### config.mk
export PLATFORM = sky130hd
export DESIGN_NAME = bmp24_stream_to_rgb565_top
export DESIGN_NICKNAME = d
export VERILOG_FILES = /design/src/bmp_pkg.sv /design/src/bmp_front.sv /design/src/bmp_back.sv /design/src/bmp_fifo.sv /design/src/bmp24_stream_to_rgb565_top.sv
export SDC_FILE = /design/constraint.sdc
export NUM_CORES = 1
export LEC_CHECK = 0
export BUFFER_PORTS_ARGS = -buffer_cell sky130_fd_sc_hd__buf_4
export CORE_MARGIN = 2
export CORE_UTILIZATION = 52
export DETAILED_ROUTE_END_ITERATION = 16
export GPL_TIMING_DRIVEN = 1
export HOLD_SLACK_MARGIN = 0.03
export PLACE_DENSITY = 0.78
export SYNTH_ARGS = -nofsm -noshare
export SYNTH_HDL_FRONTEND = slang
export SYNTH_SLANG_ARGS = --single-unit
### constraint.sdc
create_clock -name clk_i -period 9.9 [get_ports clk_i]
set_input_delay 1.98 -clock clk_i [delete_from_list [all_inputs] [get_ports clk_i]]
set_output_delay 1.98 -clock clk_i [all_outputs]
set_load 0.005 [all_outputs]
### src/bmp_pkg.sv
// shared types and constants for the bmp to rgb565 stream decoder
`default_nettype none
package bmp_pkg;

  // parser phases
  typedef enum logic [2:0] {
    PH_IDLE   = 3'd0,
    PH_HEADER = 3'd1,
    PH_SKIP   = 3'd2,
    PH_PIXELS = 3'd3,
    PH_DONE   = 3'd4
  } phase_e;

  // result kinds
  localparam logic [1:0] KIND_PIXEL  = 2'd0;
  localparam logic [1:0] KIND_ACCEPT = 2'd1;
  localparam logic [1:0] KIND_REJECT = 2'd2;

  // register indexes
  localparam logic [0:0] REG_MAX_DIM = 1'd0;

  localparam logic [9:0] MAX_DIM_RESET = 10'd600;
  localparam logic [5:0] HEADER_LAST   = 6'd53;
  localparam logic [31:0] HEADER_LEN   = 32'd54;

  // classified request passed from front to back
  typedef struct packed {
    logic [1:0] kind;
    logic [9:0] row;
    logic [9:0] col;
    logic [9:0] width;
    logic [9:0] height;
    logic [15:0] color;
    logic        last;
  } job_t;

  // finished result
  typedef struct packed {
    logic [1:0]  kind;
    logic [19:0] addr;
    logic [15:0] color;
    logic [9:0]  width;
    logic [9:0]  height;
    logic        last;
  } res_t;

endpackage
`default_nettype wire

### src/bmp_front.sv
// byte parser: header capture, verdict, skip and pixel assembly
`default_nettype none
module bmp_front (
  input  wire logic           clk_i,
  input  wire logic           rst_ni,
  input  wire logic           valid_i,
  input  wire logic [7:0]     data_byte_i,
  input  wire logic           file_start_i,
  input  wire logic [9:0]     max_dim_i,
  output logic                job_valid_o,
  output bmp_pkg::job_t       job_o
);

  bmp_pkg::phase_e phase_q, phase_d;
  logic [5:0]  hidx_q, hidx_d;
  logic [63:0] kept_q, kept_d;
  logic [31:0] offs_q, offs_d;
  logic [31:0] skip_q, skip_d;
  logic [9:0]  wid_q, wid_d, row_q, row_d, col_q, col_d;
  logic [11:0] rb_q, rb_d;
  logic [1:0]  k_q, k_d;
  logic [15:0] bg_q, bg_d;
  logic        bad_q, bad_d;

  logic [11:0] pix_bytes, row_len;
  logic [31:0] w_raw, h_raw, h_mag;
  logic        rej;
  bmp_pkg::phase_e ph;

  assign pix_bytes = {2'b00, wid_q} * 12'd3;
  assign row_len   = (pix_bytes + 12'd3) & ~12'd3;

  // header capture and pixel walk
  always_comb begin
    phase_d = phase_q; hidx_d = hidx_q; kept_d = kept_q; offs_d = offs_q;
    skip_d = skip_q; wid_d = wid_q; row_d = row_q; col_d = col_q;
    rb_d = rb_q; k_d = k_q; bg_d = bg_q; bad_d = bad_q;
    job_valid_o = 1'b0;
    job_o = '0;
    w_raw = 32'd0; h_raw = 32'd0; h_mag = 32'd0; rej = 1'b0;
    ph = phase_q;
    if (valid_i) begin
      if (file_start_i) begin
        ph = bmp_pkg::PH_HEADER; hidx_d = '0; kept_d = '0; offs_d = '0;
        bad_d = 1'b0;
      end
      unique case (ph)
        bmp_pkg::PH_HEADER: begin
          phase_d = bmp_pkg::PH_HEADER;
          if (file_start_i) begin
            hidx_d = 6'd0;
          end
          if (hidx_d == 6'd0 && data_byte_i != 8'h42) bad_d = 1'b1;
          if (hidx_d == 6'd1 && data_byte_i != 8'h4D) bad_d = 1'b1;
          if (hidx_d == 6'd28 && data_byte_i != 8'd24) bad_d = 1'b1;
          if (hidx_d == 6'd29 && data_byte_i != 8'd0) bad_d = 1'b1;
          if (hidx_d >= 6'd10 && hidx_d <= 6'd13)
            offs_d[8*(hidx_d-6'd10) +: 8] = data_byte_i;
          if (hidx_d >= 6'd18 && hidx_d <= 6'd25)
            kept_d[8*(hidx_d-6'd18) +: 8] = data_byte_i;
          if (hidx_d >= bmp_pkg::HEADER_LAST) begin
            w_raw = kept_d[31:0];
            h_raw = kept_d[63:32];
            h_mag = h_raw[31] ? (32'd0 - h_raw) : h_raw;
            rej = bad_d || w_raw[31] || w_raw == 32'd0 || h_raw == 32'd0 ||
                  w_raw > {22'd0, max_dim_i} || h_mag > {22'd0, max_dim_i} ||
                  offs_d < bmp_pkg::HEADER_LEN;
            job_valid_o = 1'b1;
            if (rej) begin
              phase_d = bmp_pkg::PH_DONE;
              job_o.kind = bmp_pkg::KIND_REJECT;
            end else begin
              wid_d = w_raw[9:0];
              row_d = h_mag[9:0] - 10'd1;
              col_d = '0; rb_d = '0; k_d = '0;
              skip_d = offs_d - bmp_pkg::HEADER_LEN;
              phase_d = (skip_d != 32'd0) ? bmp_pkg::PH_SKIP : bmp_pkg::PH_PIXELS;
              job_o.kind = bmp_pkg::KIND_ACCEPT;
              job_o.width = w_raw[9:0];
              job_o.height = h_mag[9:0];
            end
          end else begin
            hidx_d = hidx_d + 6'd1;
          end
        end
        bmp_pkg::PH_SKIP: begin
          skip_d = skip_q - 32'd1;
          if (skip_d == 32'd0) phase_d = bmp_pkg::PH_PIXELS;
        end
        bmp_pkg::PH_PIXELS: begin
          if (rb_q < pix_bytes) begin
            if (k_q == 2'd0) bg_d[7:0] = data_byte_i;
            else if (k_q == 2'd1) bg_d[15:8] = data_byte_i;
            else begin
              job_valid_o = 1'b1;
              job_o.kind = bmp_pkg::KIND_PIXEL;
              job_o.row = row_q;
              job_o.col = col_q;
              job_o.color = {data_byte_i[7:3], bg_q[15:10], bg_q[7:3]};
              job_o.last = (row_q == 10'd0) && (col_q + 10'd1 == wid_q);
              col_d = col_q + 10'd1;
            end
            k_d = (k_q == 2'd2) ? 2'd0 : k_q + 2'd1;
          end
          rb_d = rb_q + 12'd1;
          if (job_o.last) begin
            phase_d = bmp_pkg::PH_DONE;
          end else if (rb_d >= row_len) begin
            rb_d = '0; col_d = '0; k_d = '0;
            if (row_q == 10'd0) phase_d = bmp_pkg::PH_DONE;
            else row_d = row_q - 10'd1;
          end
        end
        default: phase_d = ph;
      endcase
    end
  end

  // parser state
  always_ff @(posedge clk_i or negedge rst_ni) begin
    if (!rst_ni) begin
      phase_q <= bmp_pkg::PH_IDLE;
      hidx_q <= '0; kept_q <= '0; offs_q <= '0; skip_q <= '0;
      wid_q <= '0; row_q <= '0; col_q <= '0;
      rb_q <= '0; k_q <= '0; bg_q <= '0; bad_q <= 1'b0;
    end else begin
      phase_q <= phase_d;
      hidx_q <= hidx_d; kept_q <= kept_d; offs_q <= offs_d; skip_q <= skip_d;
      wid_q <= wid_d; row_q <= row_d; col_q <= col_d;
      rb_q <= rb_d; k_q <= k_d; bg_q <= bg_d; bad_q <= bad_d;
    end
  end

endmodule
`default_nettype wire

### src/bmp_back.sv
// result builder: address multiply-add, one register stage
`default_nettype none
module bmp_back (
  input  wire logic           clk_i,
  input  wire logic           rst_ni,
  input  wire logic           job_valid_i,
  input  bmp_pkg::job_t       job_i,
  output logic                job_ready_o,
  input  wire logic [9:0]     width_i,
  output logic                res_valid_o,
  output bmp_pkg::res_t       res_o,
  input  wire logic           res_ready_i
);

  logic          v_q;
  bmp_pkg::res_t r_q;
  logic [19:0]   addr;

  assign addr = job_i.row * width_i + {10'd0, job_i.col};
  assign job_ready_o = !v_q || res_ready_i;
  assign res_valid_o = v_q;
  assign res_o = r_q;

  // output stage
  always_ff @(posedge clk_i or negedge rst_ni) begin
    if (!rst_ni) begin
      v_q <= 1'b0;
    end else if (job_ready_o) begin
      v_q <= job_valid_i;
    end
  end

  always_ff @(posedge clk_i) begin
    if (job_ready_o && job_valid_i) begin
      r_q.kind <= job_i.kind;
      r_q.addr <= (job_i.kind == bmp_pkg::KIND_PIXEL) ? addr : 20'd0;
      r_q.color <= job_i.color;
      r_q.width <= job_i.width;
      r_q.height <= job_i.height;
      r_q.last <= job_i.last;
    end
  end

endmodule
`default_nettype wire

### src/bmp_fifo.sv
// short request queue between parser and result builder
`default_nettype none
module bmp_fifo (
  input  wire logic           clk_i,
  input  wire logic           rst_ni,
  input  wire logic           push_i,
  input  bmp_pkg::job_t       data_i,
  output logic                full_o,
  output logic                valid_o,
  output bmp_pkg::job_t       data_o,
  input  wire logic           pop_i
);

  bmp_pkg::job_t mem_q [2];
  logic       wp_q, rp_q;
  logic [1:0] cnt_q;

  assign full_o  = cnt_q == 2'd2;
  assign valid_o = cnt_q != 2'd0;
  assign data_o  = mem_q[rp_q];

  // pointers and count
  always_ff @(posedge clk_i or negedge rst_ni) begin
    if (!rst_ni) begin
      wp_q <= 1'b0; rp_q <= 1'b0; cnt_q <= '0;
    end else begin
      if (push_i) wp_q <= ~wp_q;
      if (pop_i && valid_o) rp_q <= ~rp_q;
      cnt_q <= cnt_q + {1'b0, push_i} - {1'b0, pop_i && valid_o};
    end
  end

  always_ff @(posedge clk_i) begin
    if (push_i) mem_q[wp_q] <= data_i;
  end

endmodule
`default_nettype wire

### src/bmp24_stream_to_rgb565_top.sv
// top level: bmp byte stream to rgb565 pixel requests
// a result passes the request queue and then the output register before it shows on the outputs
// throughput: one byte per cycle while the queue is not full, set by the parser
// the output register and a two-entry queue decouple parser and consumer
// reset clears all control state and sets max_dimension to 600
`default_nettype none
module bmp24_stream_to_rgb565_top (
  input  wire logic        clk_i,
  input  wire logic        rst_ni,
  input  wire logic        push,
  output logic             full,
  input  wire logic [7:0]  data_byte_i,
  input  wire logic        file_start_i,
  output logic             empty,
  input  wire logic        pop,
  output logic [1:0]       kind_o,
  output logic [19:0]      pixel_address_o,
  output logic [15:0]      pixel_color_o,
  output logic [9:0]       image_width_o,
  output logic [9:0]       image_height_o,
  output logic             last_pixel_o,
  input  wire logic        psel,
  input  wire logic        penable,
  input  wire logic        pwrite,
  input  wire logic [1:0]  paddr,
  input  wire logic [31:0] pwdata,
  output logic [31:0]      prdata,
  output logic             pready
);

  logic [9:0]    max_dim_q;
  logic          jv, q_full, q_valid, b_ready, r_valid, acc;
  bmp_pkg::job_t job, q_job;
  bmp_pkg::res_t res;
  logic [9:0]    wid_q;

  // config register
  assign pready = 1'b1;
  always_ff @(posedge clk_i or negedge rst_ni) begin
    if (!rst_ni) begin
      max_dim_q <= bmp_pkg::MAX_DIM_RESET;
    end else if (psel && penable && pwrite && paddr[1:0] == {bmp_pkg::REG_MAX_DIM, 1'b0}) begin
      max_dim_q <= pwdata[9:0];
    end
  end
  assign prdata = (paddr == {bmp_pkg::REG_MAX_DIM, 1'b0}) ? {22'd0, max_dim_q} : 32'd0;

  assign full = q_full;
  assign acc = push && !q_full;

  bmp_front u_front (
    .clk_i, .rst_ni, .valid_i(acc), .data_byte_i, .file_start_i,
    .max_dim_i(max_dim_q), .job_valid_o(jv), .job_o(job)
  );

  // width travels with pixel requests through the queue via a shadow
  always_ff @(posedge clk_i or negedge rst_ni) begin
    if (!rst_ni) wid_q <= '0;
    else if (jv && job.kind == bmp_pkg::KIND_ACCEPT) wid_q <= job.width;
  end

  bmp_pkg::job_t job_w;
  always_comb begin
    job_w = job;
    if (job.kind == bmp_pkg::KIND_PIXEL) job_w.width = wid_q;
  end

  bmp_fifo u_fifo (
    .clk_i, .rst_ni, .push_i(jv), .data_i(job_w), .full_o(q_full),
    .valid_o(q_valid), .data_o(q_job), .pop_i(b_ready)
  );

  bmp_pkg::job_t q_job_c;
  always_comb begin
    q_job_c = q_job;
    if (q_job.kind == bmp_pkg::KIND_PIXEL) q_job_c.width = '0;
  end

  bmp_back u_back (
    .clk_i, .rst_ni, .job_valid_i(q_valid), .job_i(q_job_c), .job_ready_o(b_ready),
    .width_i(q_job.width), .res_valid_o(r_valid), .res_o(res), .res_ready_i(pop)
  );

  assign empty = !r_valid;
  assign kind_o = res.kind;
  assign pixel_address_o = res.addr;
  assign pixel_color_o = res.color;
  assign image_width_o = res.width;
  assign image_height_o = res.height;
  assign last_pixel_o = res.last;

  // a queue overflow would lose a request
  assert property (@(posedge clk_i) disable iff (!rst_ni) !(jv && q_full))
    else $error("request queue overflow");
  // a held result stays put while not taken
  assert property (@(posedge clk_i) disable iff (!rst_ni)
    (!empty && !pop) |=> (!empty && $stable(pixel_address_o) && $stable(kind_o)))
    else $error("result changed while waiting");
  // only pixel results carry last
  assert property (@(posedge clk_i) disable iff (!rst_ni)
    (!empty && last_pixel_o) |-> kind_o == bmp_pkg::KIND_PIXEL)
    else $error("last on non-pixel result");

endmodule
`default_nettype wire

* After elaboration in Yosys (flattened, before gate mapping)
Memories as Yosys holds them, arrays and structs flattened. Index checks and enable logic that the tools add are counted.
Word-level totals: output and inout bits 94, input bits 50, flip-flop bits (word level) 282, word-level logic and storage cells 223, bits in writable memories 118, memories kept 1
Memories:
- u_fifo.mem_q | words 2, bits a word 59, read ports 1, clocked after memory_dff 0, wr ports 1, line bmp_fifo.sv:14 | bmp_pkg::job_t mem_q [2];
Cells by class: bitwise gates (word level) 4, muxes and demuxes 95, eq/ne operators 22, shift-type cells 4, order comparisons 10, $mul 2, reductions and logical operators 43, $add $sub $neg 17
Operator list (count):
- $mux 64 | 6
- $mux 32 | 9
- $mux 10 | 14
- $mux 17 | 6
- $mux 20 | 5
- $logic_not 32->1 | 3
- $neg 32->34 | 2
- $bwmux 64 | 1
- $gt 32x10->1 | 2
- $pmux 32 s2 | 1
- $shift 8x34->64 const A | 1
- $shiftx 8x34->64 | 1
- $mux 59 | 1
- $mux 12 | 4
- $mux 22 | 2
- $pmux 10 s2 | 2
- $mux 6 | 6
- $shift 8x34->32 const A | 1
- $shiftx 8x34->32 | 1
- $bwmux 32 | 1
- $lt 32x6->1 const B | 1
- $reduce_bool 32->1 | 1
- $sub 1x32->32 const A | 1
- $sub 32x1->32 const B | 1
- other kinds (52) | 124

* Logic depth before layout (Yosys ltp)
word-level depth 27, depth in mapped cells 42, depth with buffers taken out 35

* By module
From an unflattened synthesis, not the netlist that was laid out.
Second synthesis, totals: cells, all modules 2980, area total of the unflattened synthesis 28084.4 µm²
By module, submodules not included:
- bmp_front | instances 1, area an instance 16427.0 µm², cells an instance 2136, seq. area each 4829.6 µm²
- bmp_back | instances 1, area an instance 5684.2 µm², cells an instance 539, seq. area each 1796.7 µm²
- bmp_fifo | instances 1, area an instance 4760.8 µm², cells an instance 201, seq. area each 3643.5 µm²
- bmp24_stream_to_rgb565_top | instances 1, area an instance 1212.4 µm², cells an instance 104, seq. area each 505.5 µm²

* Worst setup path before layout
OpenSTA, ideal clock, no wires.
kind input port to flip-flop, from in file_start_i, to reg u_front.col_q[0], required time 9.778 ns, library setup time 0.122 ns, stages on the path 40, buffers on the path 11, arrival time 11.066 ns, setup slack -1.287 ns, cell sequence buf_4 > buf_2 > buf_1 > clkbuf_1 > buf_1 > buf_1 > buf_1 > clkbuf_1 > o21ai_0 > o21ai_0 > or3b_2 > ha_1 > nor4b_1 > nand3b_1 > nor4_2 > or4b_1 > nand2b_1 > buf_2 > [4 not listed] > nor2_1 > nor3_1 > xor2_1 > inv_1 > ha_1 > nand4_1 > a21oi_1 > o31a_1 > o21a_1 > o32a_1 > or4_1 > a2111o_1 > nand4b_4 > nor4_4 > a21oi_2 > buf_2 > o21bai_1 > a32o_1
On the way: cells in the longest elaborated chain, start to end 20, elaborated cells on any way between the ends 68, classes of those cells add/sub: 5; order compare: 8; eq/ne: 7; shift: 4; mux: 27; reduce/logical: 17
RTL lines:
- start: declaration | line bmp24_stream_to_rgb565_top.sv:13 | input wire logic file_start_i,
- parallel branches: the longest is 20 deep, another holds $neg 32->34
- end signal: assignment | line bmp_front.sv:129 | wid_q <= wid_d; row_q <= row_d; col_q <= col_d;
- end: declaration | line bmp_front.sv:19 | logic [9:0] wid_q, wid_d, row_q, row_d, col_q, col_d;
Several ways; the timed one is not identified. The select of a mux whose other input is x is not followed. A chain may end at the register's enable or synchronous reset.

* Final worst setup path
from in file_start_i, to reg u_front.row_q[7]
On the way: cells in the longest elaborated chain, start to end 20, elaborated cells on any way between the ends 74, classes of those cells add/sub: 6; order compare: 8; eq/ne: 10; shift: 4; mux: 29; reduce/logical: 17
RTL lines (line):
- parallel branches: the longest is 20 deep, another holds $neg 32->34
- end signal: assignment | bmp_front.sv:129
- end: declaration | bmp_front.sv:19
Several ways; the timed one is not identified. The select of a mux whose other input is x is not followed.

==> metrics.txt <==
run status=finished clean; crit path kind=in -> reg; Root Buffer=clkbuf_16; most used cell, CP=buf_4; leakage=13.61 nW; Hold Buf Count CTS=0; clock skew=0.03030 ns; syn avg cell area=9.316 um2; number of enable flip-flop cells after synthesis=177; crit end category=flop; CP arrival=10.04 ns; Max-cap violations=0; Setup violations, final=0; Startpoint Class=input pin; Core Area=53810 um2; Critical Path Start=file_start_i; reg-to-reg critical path startpoint=u_front.hidx_q[2]$_DFFE_PN0P_; worst vdd ir=128.9 uV; HP Class=reg -> reg; Ys Warns=0; worst setup slack after layout=0.3098 ns; vias=24410; crit-path max cell delay=0.57 ns; sequential area share after synthesis=38.02%; ys async rst share=55.19%; Final Max Slew Viols=0; number of global-route vias before repair=24580; Placed Cells=3822; Worst R2R Path Depth=38; fin crit period=9.590 ns; post-synth cell types=99; largest net degree at the start of global routing=80; worst slew pin tran=1.198 ns; Die Span X=237.4 um; Synth area leaders=dfrtp_1 (19%), edfxtp_1 (19%), ha_1 (6.4%), fa_1 (5.2%), nand2_1 (4.4%); post-synthesis instance area=28340 um2; hold depth=2; Final Hold Viols=0; relative slew slack=17.84%; power per cell area=122.3 nW/um2; CP max FO=17; drt initial violations=2319; Port Buffers=98; Ports=144; wire length of the first global-routing pass=132900 um; antenna viol nets, final=0; Initial Util=52.66%; Setup WS pre-CTS=-0.4730 ns; post-synth top area cell=dfrtp_1; CTS tree=built; # rows=85; fmax=104.3 MHz; final wirelength=83060 um; unrepaired setup endpoints after global routing=false; vias per cell=6.249; Clock Latency Late Sink=0.60 ns; DR DRC count=0; period utilization=96.87%; CTS H-tree lvls=2; gr ovfl total=0; R2R Setup Slk=1.10 ns; Max clock buf depth=3; clock buffer count from CTS=45; Yosys top cell area share=18.90%; layout net count=3442; synth-to-layout area growth=13.17%; layout cell share with drive strength beyond 1=15.86%; Worst-path clk slew=0.06 ns; CP required=10.35 ns; end of the worst register-to-register path=u_front.row_q[7]$_DFFE_PN0P_; initial antenna violation count=1; Pre-antenna DRT Iters=6; Hold Slack=0.4690 ns; Die Area=56380 um2; gpl congestion=0.9507; Synth Register Bits=395; Critical-path top delay cell=or4_1; Syn Inst Count=3042; routed length per instance=21.26 um; clk sinks=395; HPWL after DPL=60380 um; worst setup path end=u_front.row_q[7]$_DFFE_PN0P_; Die Y=237.4 um; gr usage total=29.41%; top_reg_cell synth=dfrtp_1; number of diodes=0; Final Non-Filler Cells=3906
## how the worst min path moves through the flow
| stage | endpoint | from |
|---|---|---|
| 5_1_grt | u_front.bg_q[3]$_DFFE_PN0P_ | u_front.bg_q[3]$_DFFE_PN0P_ |
| 4_1_cts | u_front.bg_q[3]$_DFFE_PN0P_ | u_front.bg_q[3]$_DFFE_PN0P_ |
| 3_3_place_gp | u_front.bg_q[3]$_DFFE_PN0P_ | u_front.bg_q[3]$_DFFE_PN0P_ |
| 2_1_floorplan | u_front.kept_q[13]$_DFFE_PN0P_ | u_front.kept_q[13]$_DFFE_PN0P_ |
| 3_5_place_dp | u_front.bg_q[3]$_DFFE_PN0P_ | u_front.bg_q[3]$_DFFE_PN0P_ |
| 6_report | u_front.bg_q[3]$_DFFE_PN0P_ | u_front.bg_q[3]$_DFFE_PN0P_ |
## sequential cells by signal, indices dropped and copies added, names as in the netlist, 11 cells and up
register / flops
u_front.kept_q: 64
u_front.bg_q: 11
u_fifo.mem_q: 118
u_back.res_o: 59
u_front.skip_q: 32
u_front.offs_q: 32
u_front.rb_q: 12
## cell families after synthesis
family,after synthesis,synth area share (%)
fa+ha+maj,217,11.51
flops,395,38.02
compound gates,654,14.80
buf+inv,349,5.060
mux,192,7.320
other cells,2,0.02650
simple gates,1121,19.77
xor+xnor,112,3.488
## power by group
part / switching [mW] / leakage [nW] / internal (mW) / total [mW]
clock: 0.702 / 0.734 / 1.02 / 1.72
combinational: 0.309 / 8.43 / 0.144 / 0.453
sequential: 0.0234 / 4.45 / 1.72 / 1.75
## repair_timing
| action | 4_1_cts | 5_1_grt |
|---|---|---|
| setup buffers | 0 | 2 |
| resized for setup | 0 | 11 |
| setup endpoints to repair | 0 | 68 |
## cells in the final DEF, fill, tap and decap left out, types with 48 or more instances in the layout
master / instances
nand2_1: 330
nor2_1: 252
buf_4: 241
dfrtp_1: 213
o21ai_0: 212
edfxtp_1: 177
inv_1: 163
ha_1: 143
a21oi_1: 136
mux2_2: 109
nor3_1: 89
xnor2_1: 75
fa_1: 73
mux2i_1: 72
nand3_1: 61
and3_1: 57
nand4_1: 50
nor4_1: 48
## cell usage after synthesis, types with 72 or more instances
| master | instances |
|---|---|
| a21oi_1 | 138 |
| clkbuf_1 | 112 |
| dfrtp_1 | 214 |
| edfxtp_1 | 177 |
| fa_1 | 73 |
| ha_1 | 144 |
| inv_1 | 164 |
| mux2_2 | 110 |
| mux2i_1 | 72 |
| nand2_1 | 331 |
| nor2_1 | 255 |
| nor3_1 | 93 |
| o21ai_0 | 216 |
| xnor2_1 | 76 |
## critical path: cells and delay by family
family	cells	cell delay, ns
AND/OR/NAND/NOR	17	3.81
AO/OA/AOI/OAI	8	1.32
adder cells (fa/ha/maj)	4	1.03
buffers and inverters	7	0.98
multiplexers	2	0.66
XOR/XNOR	1	0.27
## metal layers
metal / routed length [um] / vias to the layer above / share of wire [%] / track usage (%)
li1: - / 11190 / - / -
met1: 33590 / 11950 / 40 / 37.51
met2: 40040 / 1054 / 48 / 49.39
met3: 5969 / 225 / 7.2 / 4.843
met4: 3463 / 0 / 4.2 / 13.07
met5: 0 / - / 0 / 0
## final cells by class
| class | instances | area, um2 |
|---|---|---|
| clock buffer | 60 | 1244 |
| clock inverter | 22 | 271.5 |
| fill | 4550 | 21740 |
| inverter | 167 | 626.9 |
| multi-input combinational | 2319 | 16350 |
| sequential | 395 | 10780 |
| tap | 696 | 870.8 |
| timing repair buffer | 247 | 1924 |
## metrics by stage
step / util, % / cell area [um2] / setup TNS [ns] / power, mW
global placement: 56.67 / 30500 / -4.379 / 2.209
CTS: 59.49 / 32010 / 0 / 3.935
finish: 59.60 / 32070 / 0 / 3.922
global route: 59.60 / 32070 / 0 / 4.047
floorplan: - / 28540 / 0 / 2.034
detailed placement: 56.67 / 30500 / -11.12 / 2.218
Power figures use the tool's default switching activity.
